[src/rtl/core/tdt_pkg.sv]
// ----------------------------------------------------------------------------
// tdt_pkg
// shared widths, constants and unit status type for the deadline timer
// ----------------------------------------------------------------------------
package tdt_pkg;

  localparam int unsigned MUL_W  = 40;  // multiplier operand width
  localparam int unsigned PROD_W = 80;  // multiplier product width
  localparam int unsigned DVD_W  = 72;  // divider dividend / quotient width
  localparam int unsigned DSR_W  = 40;  // divider divisor / remainder width

  localparam logic [39:0] NS_PER_SEC  = 40'd1000000000;
  localparam logic [39:0] NS_PER_MS   = 40'd1000000;
  localparam logic [39:0] NS_PER_US   = 40'd1000;
  localparam logic [71:0] HOUR_NS     = 72'd3600000000000;
  localparam logic [71:0] SECS_MAX    = 72'd18446744073;
  localparam logic [71:0] ROUND_UP    = 72'd999999999;
  localparam logic [31:0] HOUR_SECS   = 32'd3600;

  localparam logic [0:0] MODE_ARM   = 1'b0;
  localparam logic [0:0] REG_RATE   = 1'b0;
  localparam logic [0:0] REG_FREQ   = 1'b1;

  typedef struct packed {
    logic busy;
    logic done;
  } unit_st_t;

endpackage

[src/rtl/core/deadline_timer_with_remaining.sv]
// ----------------------------------------------------------------------------
// deadline_timer_with_remaining
// deadline timer: arm from a tick delay, query remaining ns and ticks
// ----------------------------------------------------------------------------
// One item is worked on at a time; in_tready is low from acceptance until
// its result has been taken. The unit conversions run on one bit-serial
// multiplier and one bit-serial divider, sequenced by a state machine. A
// query takes up to 4 divisions and 4 products; an arm adds up to 5
// divisions and 4 products in front. Zero or expired cases skip steps; a
// disarmed or expired query uses neither the multiplier nor the divider.
// ----------------------------------------------------------------------------
module deadline_timer_with_remaining (
  input  logic         clk,
  input  logic         rst_n,
  input  logic         in_tvalid,
  output logic         in_tready,
  input  logic [127:0] in_tdata,   // arm_ticks[63:0], now_count[127:64]
  input  logic [0:0]   in_tuser,   // mode
  output logic         out_tvalid,
  input  logic         out_tready,
  output logic [135:0] out_tdata,  // armed[0], rem_ns[64:1], remaining_ticks[128:65]
  input  logic         cfg_psel,
  input  logic         cfg_penable,
  input  logic         cfg_pwrite,
  input  logic [3:0]   cfg_paddr,
  input  logic [63:0]  cfg_pwdata,
  output logic [63:0]  cfg_prdata,
  output logic         cfg_pready
);

  typedef enum logic [20:0] {
    S_IDLE    = 21'd1 << 0,
    S_A_MUL1  = 21'd1 << 1,
    S_A_DIV1  = 21'd1 << 2,
    S_A_SECS  = 21'd1 << 3,
    S_A_US    = 21'd1 << 4,
    S_A_M1    = 21'd1 << 5,
    S_A_M2    = 21'd1 << 6,
    S_A_D2    = 21'd1 << 7,
    S_A_M3    = 21'd1 << 8,
    S_A_D3    = 21'd1 << 9,
    S_Q_START = 21'd1 << 10,
    S_Q_D1    = 21'd1 << 11,
    S_Q_M1    = 21'd1 << 12,
    S_Q_M2    = 21'd1 << 13,
    S_Q_D2    = 21'd1 << 14,
    S_T_START = 21'd1 << 15,
    S_T_D     = 21'd1 << 16,
    S_T_M1    = 21'd1 << 17,
    S_T_M2    = 21'd1 << 18,
    S_T_D2    = 21'd1 << 19,
    S_OUT     = 21'd1 << 20
  } state_t;

  state_t       st_r, st_nxt;
  logic         issued_r, issued_nxt;
  logic [19:0]  rate_r;
  logic [36:0]  freq_r;
  logic [63:0]  dl_r, dl_nxt;
  logic [63:0]  now_r, now_nxt;
  logic [71:0]  x_r, x_nxt;
  logic [63:0]  y_r, y_nxt;
  logic [39:0]  z_r, z_nxt;
  logic [63:0]  ns_r, ns_nxt;
  logic         out_valid_r, out_valid_nxt;
  logic [135:0] out_data_r, out_data_nxt;

  logic                    mul_start, div_start, is_mul, is_div;
  logic [39:0]             mul_a, mul_b;
  logic [79:0]             prod;
  logic [71:0]             dvd, quot;
  logic [39:0]             dsr, rem;
  tdt_pkg::unit_st_t       mul_st, div_st;
  logic                    cfg_wr;
  logic [31:0]             hour_ticks;
  logic [63:0]             in_ticks, in_now;
  logic [64:0]             ns_sum;
  logic [39:0]             rate_w, freq_w;
  logic [63:0]             ticks_val;

  assign in_ticks   = in_tdata[63:0];
  assign in_now     = in_tdata[127:64];
  assign rate_w     = {20'd0, rate_r};
  assign freq_w     = {3'd0, freq_r};
  assign hour_ticks = 32'(rate_r) * tdt_pkg::HOUR_SECS;
  assign ns_sum     = {1'b0, y_r} + {1'b0, quot[63:0]};
  assign ticks_val  = y_r + quot[63:0];

  // configuration registers
  assign cfg_pready = 1'b1;
  assign cfg_wr     = cfg_psel & cfg_penable & cfg_pwrite & cfg_pready;
  assign cfg_prdata = (cfg_paddr[3] == tdt_pkg::REG_FREQ) ? {27'd0, freq_r} : {44'd0, rate_r};

  always_ff @(posedge clk) begin
    if (!rst_n) begin
      rate_r <= '0;
      freq_r <= '0;
    end else if (cfg_wr) begin
      if (cfg_paddr[3] == tdt_pkg::REG_RATE) begin
        rate_r <= cfg_pwdata[19:0];
      end else begin
        freq_r <= cfg_pwdata[36:0];
      end
    end
  end

  // unit operand selection
  always_comb begin
    is_mul = 1'b0;
    is_div = 1'b0;
    mul_a  = '0;
    mul_b  = '0;
    dvd    = '0;
    dsr    = '0;
    case (st_r)
      S_A_MUL1: begin is_mul = 1'b1; mul_a = y_r[39:0]; mul_b = tdt_pkg::NS_PER_SEC; end
      S_A_DIV1: begin is_div = 1'b1; dvd = x_r; dsr = rate_w; end
      S_A_SECS: begin is_div = 1'b1; dvd = x_r; dsr = tdt_pkg::NS_PER_SEC; end
      S_A_US:   begin is_div = 1'b1; dvd = {32'd0, z_r}; dsr = tdt_pkg::NS_PER_US; end
      S_A_M1:   begin is_mul = 1'b1; mul_a = y_r[39:0]; mul_b = freq_w; end
      S_A_M2:   begin is_mul = 1'b1; mul_a = x_r[39:0]; mul_b = freq_w; end
      S_A_D2:   begin is_div = 1'b1; dvd = x_r; dsr = tdt_pkg::NS_PER_MS; end
      S_A_M3:   begin is_mul = 1'b1; mul_a = z_r; mul_b = freq_w; end
      S_A_D3:   begin is_div = 1'b1; dvd = x_r; dsr = tdt_pkg::NS_PER_SEC; end
      S_Q_D1:   begin is_div = 1'b1; dvd = x_r; dsr = freq_w; end
      S_Q_M1:   begin is_mul = 1'b1; mul_a = y_r[39:0]; mul_b = tdt_pkg::NS_PER_SEC; end
      S_Q_M2:   begin is_mul = 1'b1; mul_a = z_r; mul_b = tdt_pkg::NS_PER_SEC; end
      S_Q_D2:   begin is_div = 1'b1; dvd = x_r; dsr = freq_w; end
      S_T_D:    begin is_div = 1'b1; dvd = {8'd0, ns_r}; dsr = tdt_pkg::NS_PER_SEC; end
      S_T_M1:   begin is_mul = 1'b1; mul_a = y_r[39:0]; mul_b = rate_w; end
      S_T_M2:   begin is_mul = 1'b1; mul_a = z_r; mul_b = rate_w; end
      S_T_D2:   begin is_div = 1'b1; dvd = x_r + tdt_pkg::ROUND_UP; dsr = tdt_pkg::NS_PER_SEC; end
      default:  begin is_mul = 1'b0; end
    endcase
  end

  assign mul_start = is_mul & ~issued_r;
  assign div_start = is_div & ~issued_r;

  tdt_mul u_mul (
    .clk   (clk),
    .rst_n (rst_n),
    .start (mul_start),
    .a     (mul_a),
    .b     (mul_b),
    .prod  (prod),
    .st    (mul_st)
  );

  tdt_div u_div (
    .clk      (clk),
    .rst_n    (rst_n),
    .start    (div_start),
    .dividend (dvd),
    .divisor  (dsr),
    .quot     (quot),
    .rem      (rem),
    .st       (div_st)
  );

  // sequencer
  always_comb begin
    st_nxt        = st_r;
    issued_nxt    = issued_r;
    dl_nxt        = dl_r;
    now_nxt       = now_r;
    x_nxt         = x_r;
    y_nxt         = y_r;
    z_nxt         = z_r;
    ns_nxt        = ns_r;
    out_valid_nxt = out_valid_r;
    out_data_nxt  = out_data_r;
    if ((is_mul || is_div) && !issued_r) begin
      issued_nxt = 1'b1;
    end
    if ((is_mul && mul_st.done) || (is_div && div_st.done)) begin
      issued_nxt = 1'b0;
    end
    case (st_r)
      S_IDLE: begin
        if (in_tvalid) begin
          now_nxt = in_now;
          y_nxt   = in_ticks;
          if (in_tuser == tdt_pkg::MODE_ARM) begin
            if (rate_r == '0 || in_ticks == '0 || freq_r == '0) begin
              dl_nxt = '0;
              st_nxt = S_Q_START;
            end else if (in_ticks > {32'd0, hour_ticks}) begin
              x_nxt  = tdt_pkg::HOUR_NS;
              st_nxt = S_A_SECS;
            end else begin
              st_nxt = S_A_MUL1;
            end
          end else begin
            st_nxt = S_Q_START;
          end
        end
      end
      S_A_MUL1: if (mul_st.done) begin x_nxt = prod[71:0]; st_nxt = S_A_DIV1; end
      S_A_DIV1: if (div_st.done) begin x_nxt = quot; st_nxt = S_A_SECS; end
      S_A_SECS: if (div_st.done) begin
        y_nxt = quot[63:0]; z_nxt = rem; st_nxt = S_A_US;
      end
      S_A_US: if (div_st.done) begin x_nxt = quot; z_nxt = rem; st_nxt = S_A_M1; end
      S_A_M1: if (mul_st.done) begin y_nxt = prod[63:0]; st_nxt = S_A_M2; end
      S_A_M2: if (mul_st.done) begin x_nxt = prod[71:0]; st_nxt = S_A_D2; end
      S_A_D2: if (div_st.done) begin y_nxt = ticks_val; st_nxt = S_A_M3; end
      S_A_M3: if (mul_st.done) begin x_nxt = prod[71:0]; st_nxt = S_A_D3; end
      S_A_D3: if (div_st.done) begin dl_nxt = now_r + ticks_val; st_nxt = S_Q_START; end
      S_Q_START: begin
        if (dl_r == '0 || freq_r == '0 || now_r >= dl_r) begin
          ns_nxt = '0;
          st_nxt = S_T_START;
        end else begin
          x_nxt  = {8'd0, dl_r - now_r};
          st_nxt = S_Q_D1;
        end
      end
      S_Q_D1: if (div_st.done) begin
        y_nxt = quot[63:0];
        z_nxt = rem;
        if (quot > tdt_pkg::SECS_MAX) begin
          ns_nxt = '1;
          st_nxt = S_T_START;
        end else begin
          st_nxt = S_Q_M1;
        end
      end
      S_Q_M1: if (mul_st.done) begin y_nxt = prod[63:0]; st_nxt = S_Q_M2; end
      S_Q_M2: if (mul_st.done) begin x_nxt = prod[71:0]; st_nxt = S_Q_D2; end
      S_Q_D2: if (div_st.done) begin
        ns_nxt = ns_sum[64] ? '1 : ns_sum[63:0];
        st_nxt = S_T_START;
      end
      S_T_START: begin
        if (ns_r == '0 || rate_r == '0) begin
          out_data_nxt  = {7'd0, 64'd0, ns_r, dl_r != '0};
          out_valid_nxt = 1'b1;
          st_nxt        = S_OUT;
        end else begin
          st_nxt = S_T_D;
        end
      end
      S_T_D: if (div_st.done) begin y_nxt = quot[63:0]; z_nxt = rem; st_nxt = S_T_M1; end
      S_T_M1: if (mul_st.done) begin y_nxt = prod[63:0]; st_nxt = S_T_M2; end
      S_T_M2: if (mul_st.done) begin x_nxt = prod[71:0]; st_nxt = S_T_D2; end
      S_T_D2: if (div_st.done) begin
        out_data_nxt  = {7'd0, ticks_val, ns_r, dl_r != '0};
        out_valid_nxt = 1'b1;
        st_nxt        = S_OUT;
      end
      S_OUT: begin
        if (out_tready) begin
          out_valid_nxt = 1'b0;
          st_nxt        = S_IDLE;
        end
      end
      default: st_nxt = S_IDLE;
    endcase
  end

  always_ff @(posedge clk) begin
    now_r      <= now_nxt;
    x_r        <= x_nxt;
    y_r        <= y_nxt;
    z_r        <= z_nxt;
    ns_r       <= ns_nxt;
    out_data_r <= out_data_nxt;
    if (!rst_n) begin
      st_r        <= S_IDLE;
      issued_r    <= 1'b0;
      dl_r        <= '0;
      out_valid_r <= 1'b0;
    end else begin
      st_r        <= st_nxt;
      issued_r    <= issued_nxt;
      dl_r        <= dl_nxt;
      out_valid_r <= out_valid_nxt;
    end
  end

  assign in_tready  = (st_r == S_IDLE);
  assign out_tvalid = out_valid_r;
  assign out_tdata  = out_data_r;

endmodule

[src/rtl/core/tdt_mul.sv]
// ----------------------------------------------------------------------------
// tdt_mul
// bit-serial shift-add multiplier, one multiplier bit per cycle
// ----------------------------------------------------------------------------
module tdt_mul (
  input  logic                         clk,
  input  logic                         rst_n,
  input  logic                         start,
  input  logic [tdt_pkg::MUL_W-1:0]    a,
  input  logic [tdt_pkg::MUL_W-1:0]    b,
  output logic [tdt_pkg::PROD_W-1:0]   prod,
  output tdt_pkg::unit_st_t            st
);

  logic [tdt_pkg::PROD_W-1:0] acc_r, acc_nxt;
  logic [tdt_pkg::PROD_W-1:0] a_r, a_nxt;
  logic [tdt_pkg::MUL_W-1:0]  b_r, b_nxt;
  logic [5:0]                 cnt_r, cnt_nxt;
  logic                       busy_r, busy_nxt;
  logic                       done_r, done_nxt;

  always_comb begin
    acc_nxt  = acc_r;
    a_nxt    = a_r;
    b_nxt    = b_r;
    cnt_nxt  = cnt_r;
    busy_nxt = busy_r;
    done_nxt = 1'b0;
    if (start) begin
      acc_nxt  = '0;
      a_nxt    = {{(tdt_pkg::PROD_W-tdt_pkg::MUL_W){1'b0}}, a};
      b_nxt    = b;
      cnt_nxt  = 6'(tdt_pkg::MUL_W);
      busy_nxt = 1'b1;
    end else if (busy_r) begin
      if (b_r[0]) begin
        acc_nxt = acc_r + a_r;
      end
      a_nxt   = {a_r[tdt_pkg::PROD_W-2:0], 1'b0};
      b_nxt   = {1'b0, b_r[tdt_pkg::MUL_W-1:1]};
      cnt_nxt = cnt_r - 6'd1;
      if (cnt_r == 6'd1) begin
        busy_nxt = 1'b0;
        done_nxt = 1'b1;
      end
    end
  end

  always_ff @(posedge clk) begin
    acc_r <= acc_nxt;
    a_r   <= a_nxt;
    b_r   <= b_nxt;
    if (!rst_n) begin
      cnt_r  <= '0;
      busy_r <= 1'b0;
      done_r <= 1'b0;
    end else begin
      cnt_r  <= cnt_nxt;
      busy_r <= busy_nxt;
      done_r <= done_nxt;
    end
  end

  assign prod    = acc_r;
  assign st.busy = busy_r;
  assign st.done = done_r;

endmodule

[src/rtl/core/tdt_div.sv]
// ----------------------------------------------------------------------------
// tdt_div
// bit-serial restoring divider, one quotient bit per cycle
// ----------------------------------------------------------------------------
module tdt_div (
  input  logic                         clk,
  input  logic                         rst_n,
  input  logic                         start,
  input  logic [tdt_pkg::DVD_W-1:0]    dividend,
  input  logic [tdt_pkg::DSR_W-1:0]    divisor,
  output logic [tdt_pkg::DVD_W-1:0]    quot,
  output logic [tdt_pkg::DSR_W-1:0]    rem,
  output tdt_pkg::unit_st_t            st
);

  logic [tdt_pkg::DVD_W-1:0] q_r, q_nxt;
  logic [tdt_pkg::DSR_W-1:0] r_r, r_nxt;
  logic [tdt_pkg::DSR_W-1:0] d_r, d_nxt;
  logic [6:0]                cnt_r, cnt_nxt;
  logic                      busy_r, busy_nxt;
  logic                      done_r, done_nxt;
  logic [tdt_pkg::DSR_W:0]   trial;
  logic [tdt_pkg::DSR_W:0]   diff;

  assign trial = {r_r, q_r[tdt_pkg::DVD_W-1]};
  assign diff  = trial - {1'b0, d_r};

  always_comb begin
    q_nxt    = q_r;
    r_nxt    = r_r;
    d_nxt    = d_r;
    cnt_nxt  = cnt_r;
    busy_nxt = busy_r;
    done_nxt = 1'b0;
    if (start) begin
      q_nxt    = dividend;
      r_nxt    = '0;
      d_nxt    = divisor;
      cnt_nxt  = 7'(tdt_pkg::DVD_W);
      busy_nxt = 1'b1;
    end else if (busy_r) begin
      if (!diff[tdt_pkg::DSR_W]) begin
        r_nxt = diff[tdt_pkg::DSR_W-1:0];
        q_nxt = {q_r[tdt_pkg::DVD_W-2:0], 1'b1};
      end else begin
        r_nxt = trial[tdt_pkg::DSR_W-1:0];
        q_nxt = {q_r[tdt_pkg::DVD_W-2:0], 1'b0};
      end
      cnt_nxt = cnt_r - 7'd1;
      if (cnt_r == 7'd1) begin
        busy_nxt = 1'b0;
        done_nxt = 1'b1;
      end
    end
  end

  always_ff @(posedge clk) begin
    q_r <= q_nxt;
    r_r <= r_nxt;
    d_r <= d_nxt;
    if (!rst_n) begin
      cnt_r  <= '0;
      busy_r <= 1'b0;
      done_r <= 1'b0;
    end else begin
      cnt_r  <= cnt_nxt;
      busy_r <= busy_nxt;
      done_r <= done_nxt;
    end
  end

  assign quot    = q_r;
  assign rem     = r_r;
  assign st.busy = busy_r;
  assign st.done = done_r;

endmodule

[config.mk]
export PLATFORM = sky130hd
export DESIGN_NAME = deadline_timer_with_remaining
export DESIGN_NICKNAME = d
export VERILOG_FILES = /design/src/rtl/core/tdt_pkg.sv /design/src/rtl/core/deadline_timer_with_remaining.sv /design/src/rtl/core/tdt_mul.sv /design/src/rtl/core/tdt_div.sv
export SDC_FILE = /design/constraint.sdc
export NUM_CORES = 2
export LEC_CHECK = 0
export ABC_AREA = 0
export BUFFER_PORTS_ARGS = -buffer_cell sky130_fd_sc_hd__clkbuf_2
export CORE_MARGIN = 2
export CORE_UTILIZATION = 60
export CTS_CLUSTER_DIAMETER = 120
export DETAILED_ROUTE_END_ITERATION = 12
export GPL_TIMING_DRIVEN = 0
export PLACE_DENSITY_LB_ADDON = 0.2
export SETUP_SLACK_MARGIN = 0.15
export SLEW_MARGIN = 20
export SYNTH_ARGS = -nofsm -noshare
export SYNTH_HDL_FRONTEND = slang
export SYNTH_SLANG_ARGS = --single-unit
[constraint.sdc]
create_clock -name clk -period 15.31 [get_ports clk]
set_clock_uncertainty 0.15 [all_clocks]
set_input_delay 3.062 -clock clk [delete_from_list [all_inputs] [get_ports clk]]
set_output_delay 3.062 -clock clk [all_outputs]
set_load 0.02 [all_outputs]
==> results.cfg <==
[sta]
fin_hold_ws_ps = 338.2
drv_slew = 0
fmax_ghz = 0.1150
period_share_pct = 56.81
hold_viol = 0
min_period_ps = 8697
slew_headroom_pct = 18.97
worst_pin_slew_ps = 1215
finalSetupViolations = 0
rsz0062_at_grt = no

[critical_path]
critPathArrivalTime_ps = 8970
crit_path_top_delay_cell = a211oi_4
slowest_delay_ps = 670
cp-start-kind = flip-flop
critPathCaptureType = flip-flop
worstPathMaxFanout = 15
worstSetupPathType = reg2reg
critical_path.top_delay_family = compound AO/OA/AOI/OAI gates
timing.rr.start = rate_r[2]$_SDFFE_PN0P_
crit_top_cell = o21ai_0
critPathBufInv = 7
required_ps = 15580
crit_start = rate_r[2]$_SDFFE_PN0P_

[clock_tree]
clk_root_buffer_cell = clkbuf_16
ctsResizeCount = 0
cts_tree = done
clk_pin_slew_worst_paths_ps = 60
cts_sinks = 924
hold_buffers = 0
clock_latency_ps = 730
cts_buffers = 101
clk_path_buf_depth = 3
ctsHtreeMaxLevel = 3
cts_post_setup_buffers_inserted = 0

[place]
port_buffers = 340
gp_congestion = 1.083
dp_hpwl_mm = 197.2
place_inst = 8303

[route]
vias = 58017
route.detailed.drc = 0
wl_per_cell_um = 29.00
ant_nets = 0
drt_iter0_drc = 9112
first_pass_iters = 12
viasPerCell = 6.828
wirelength_mm = 246.4

[global_route]
grt_first_pass_wirelength_mm = 351.2
grt_pass1_vias = 54126
overflow = 0
antenna_found_initial = 11
grt_use_total_pct = 46.54
grt_max_degree = 55

[finish]
finalNetCount = 7764
drive_above_1_share_pct = 10.19
fin_util_pct = 68.27
layoutNonFillerInstCount = 8497
area_delta_synth_final_pct = 12.92

[floorplan]
dieArea_mm2 = 0.1032
core_mm2 = 0.09986
fp-row-count = 116
fp.dieH_um = 321.2
die_x_um = 321.2
initial_core_util_pct = 60.45
io_pins = 407

[logic_synthesis]
synthFlopType = edfxtp_1
synth-seq-cells = 924
synthesis.area_mm2 = 0.06037
yosysSeqAreaShare_pct = 40.91
synth_cell_types = 111
synth_enable_flop_cells = 619
yosys_warnings = 0
avgSynthCellArea_um2 = 9.144
postSynth.asyncResetShare_pct = 0
synth_cells = 6602

[job]
drv_cap = 0

[pwr]
power_density_mw_per_mm2 = 158.6
leakage_nw = 28.39
vdd_ir_drop_max_v = 0.0001370

[outcome]
status = complete, no violations

[worst_hold_path]
hp-class = reg2reg
hp-start = dl_r[48]$_SDFFE_PN0P_
==> layer usage <==
metal  up-vias  GRT usage (%)  routed length (µm)
met1     27203          55.71               85500
met4        12          40.11               27130
met5         -              0                  91
met3      1122          11.82               29750
li1      25422              -                   -
met2      4258          70.01              103900
==> final cells by class <==
cell class / count / area (µm²)
Fill cell: 7980 / 31690
Multi-Input combinational cell: 4998 / 33000
Timing Repair Buffer: 370 / 2196
Buffer: 396 / 1770
Antenna cell: 4 / 10.01
Sequential cell: 924 / 24690
Clock buffer: 126 / 2799
Clock inverter: 64 / 884.6
Tap cell: 1298 / 1624
Inverter: 317 / 1190
==> path summary, 6_finish.rpt <==
check | end | depth (start not counted) | slack (ps)
setup / recovery | x_r[50]$_DFFE_PP_ | 33 | 6610
hold / removal | dl_r[48]$_SDFFE_PN0P_ | 2 | 340
setup reg to reg | x_r[50]$_DFFE_PP_ | 33 | 6610
hold reg to reg | dl_r[48]$_SDFFE_PN0P_ | 2 | 340
==> tightest hold or removal path: cells and delay by family, from the launching register on <==
family	cells	cell delay, ps
AOI/OAI and AO/OA	1	60
DFF	1	330
and+or+nand+nor	1	50
==> cell usage in the layout, fill, tap and decap left out, types with 49 or more instances in the layout <==
cell / instances
a211oi_1: 65
a21boi_0: 75
a21o_1: 233
a21oi_1: 587
a221oi_1: 70
a222oi_1: 84
a22oi_1: 96
a31oi_1: 60
and2_1: 56
buf_2: 57
clkbuf_1: 288
clkbuf_16: 107
clkbuf_2: 346
dfxtp_1: 305
edfxtp_1: 619
ha_1: 415
inv_1: 316
mux2i_1: 66
nand2_1: 685
nand2b_1: 62
nand3_1: 127
nand4_1: 95
nor2_1: 520
nor2b_1: 95
nor3_1: 83
nor4_1: 87
o21a_1: 54
o21ai_0: 414
o21ai_1: 76
o21bai_1: 49
xnor2_1: 187
xor2_1: 129
==> registers in the layout, indices dropped and copies added, names as in the netlist, 64 cells and up <==
name	count
ns_r	64
x_r	72
u_mul.prod	72
u_div.quot	72
out_tdata	129
u_mul.a_r	72
now_r	64
y_r	64
dl_r	64
==> report_power, final <==
group	internal [mW]	switching, mW	leakage, nW
Clock	1.61	1.13	1.77
Combinational	1.65	3.13	18.3
Sequential	2.97	0.322	8.33
==> synthesized netlist by cell type, drive strengths merged, types with 57 or more instances <==
master	count	area, µm²
nand4	95	594.3
mux2i	66	660.6
a21oi	591	2977
nor3	91	486.7
nor2b	96	608.1
and2	57	356.6
nand2	690	2613
a22oi	96	720.7
xor2	129	1130
a211oi	67	508.0
nand2b	63	394.1
a221oi	73	651.9
inv	317	1190
a31oi	62	394.1
xnor2	189	1670
a21boi	76	570.6
a21o	233	1749
dfxtp	305	6106
buf	116	711.9
o21ai	491	2461
a222oi	84	840.8
ha	415	5192
edfxtp	619	18590
nor2	522	1959
nand3	128	645.6
clkbuf	280	1052
nor4	92	575.6
==> metrics by stage <==
stage               total power, mW  cell area, µm²  setup slack, ps  TNS (ps)
floorplan                     6.417           60490             2995         0
global placement              7.828           63820            -1494   -106230
detailed placement            7.907           64450             6675         0
CTS                           10.63           68140             6650         0
global route                  11.21           68160             6103         0
finish                        10.81           68170             6613         0
==> kinds of logic (layout without fill, tap and decap cells) <==
kind of cell | after synthesis | in the layout | share of synthesized area, %
xor+xnor | 318 | 318 | 4.639
fa+ha+maj | 452 | 452 | 9.829
other cells | 2 | 39 | 0.01244
simple gates | 2001 | 2001 | 15.70
mux | 66 | 66 | 1.094
buf+inv | 713 | 1273 | 4.894
flops | 924 | 924 | 40.91
compound gates | 2126 | 2126 | 22.93
Note: power is estimated with default switching activity, not from simulation.
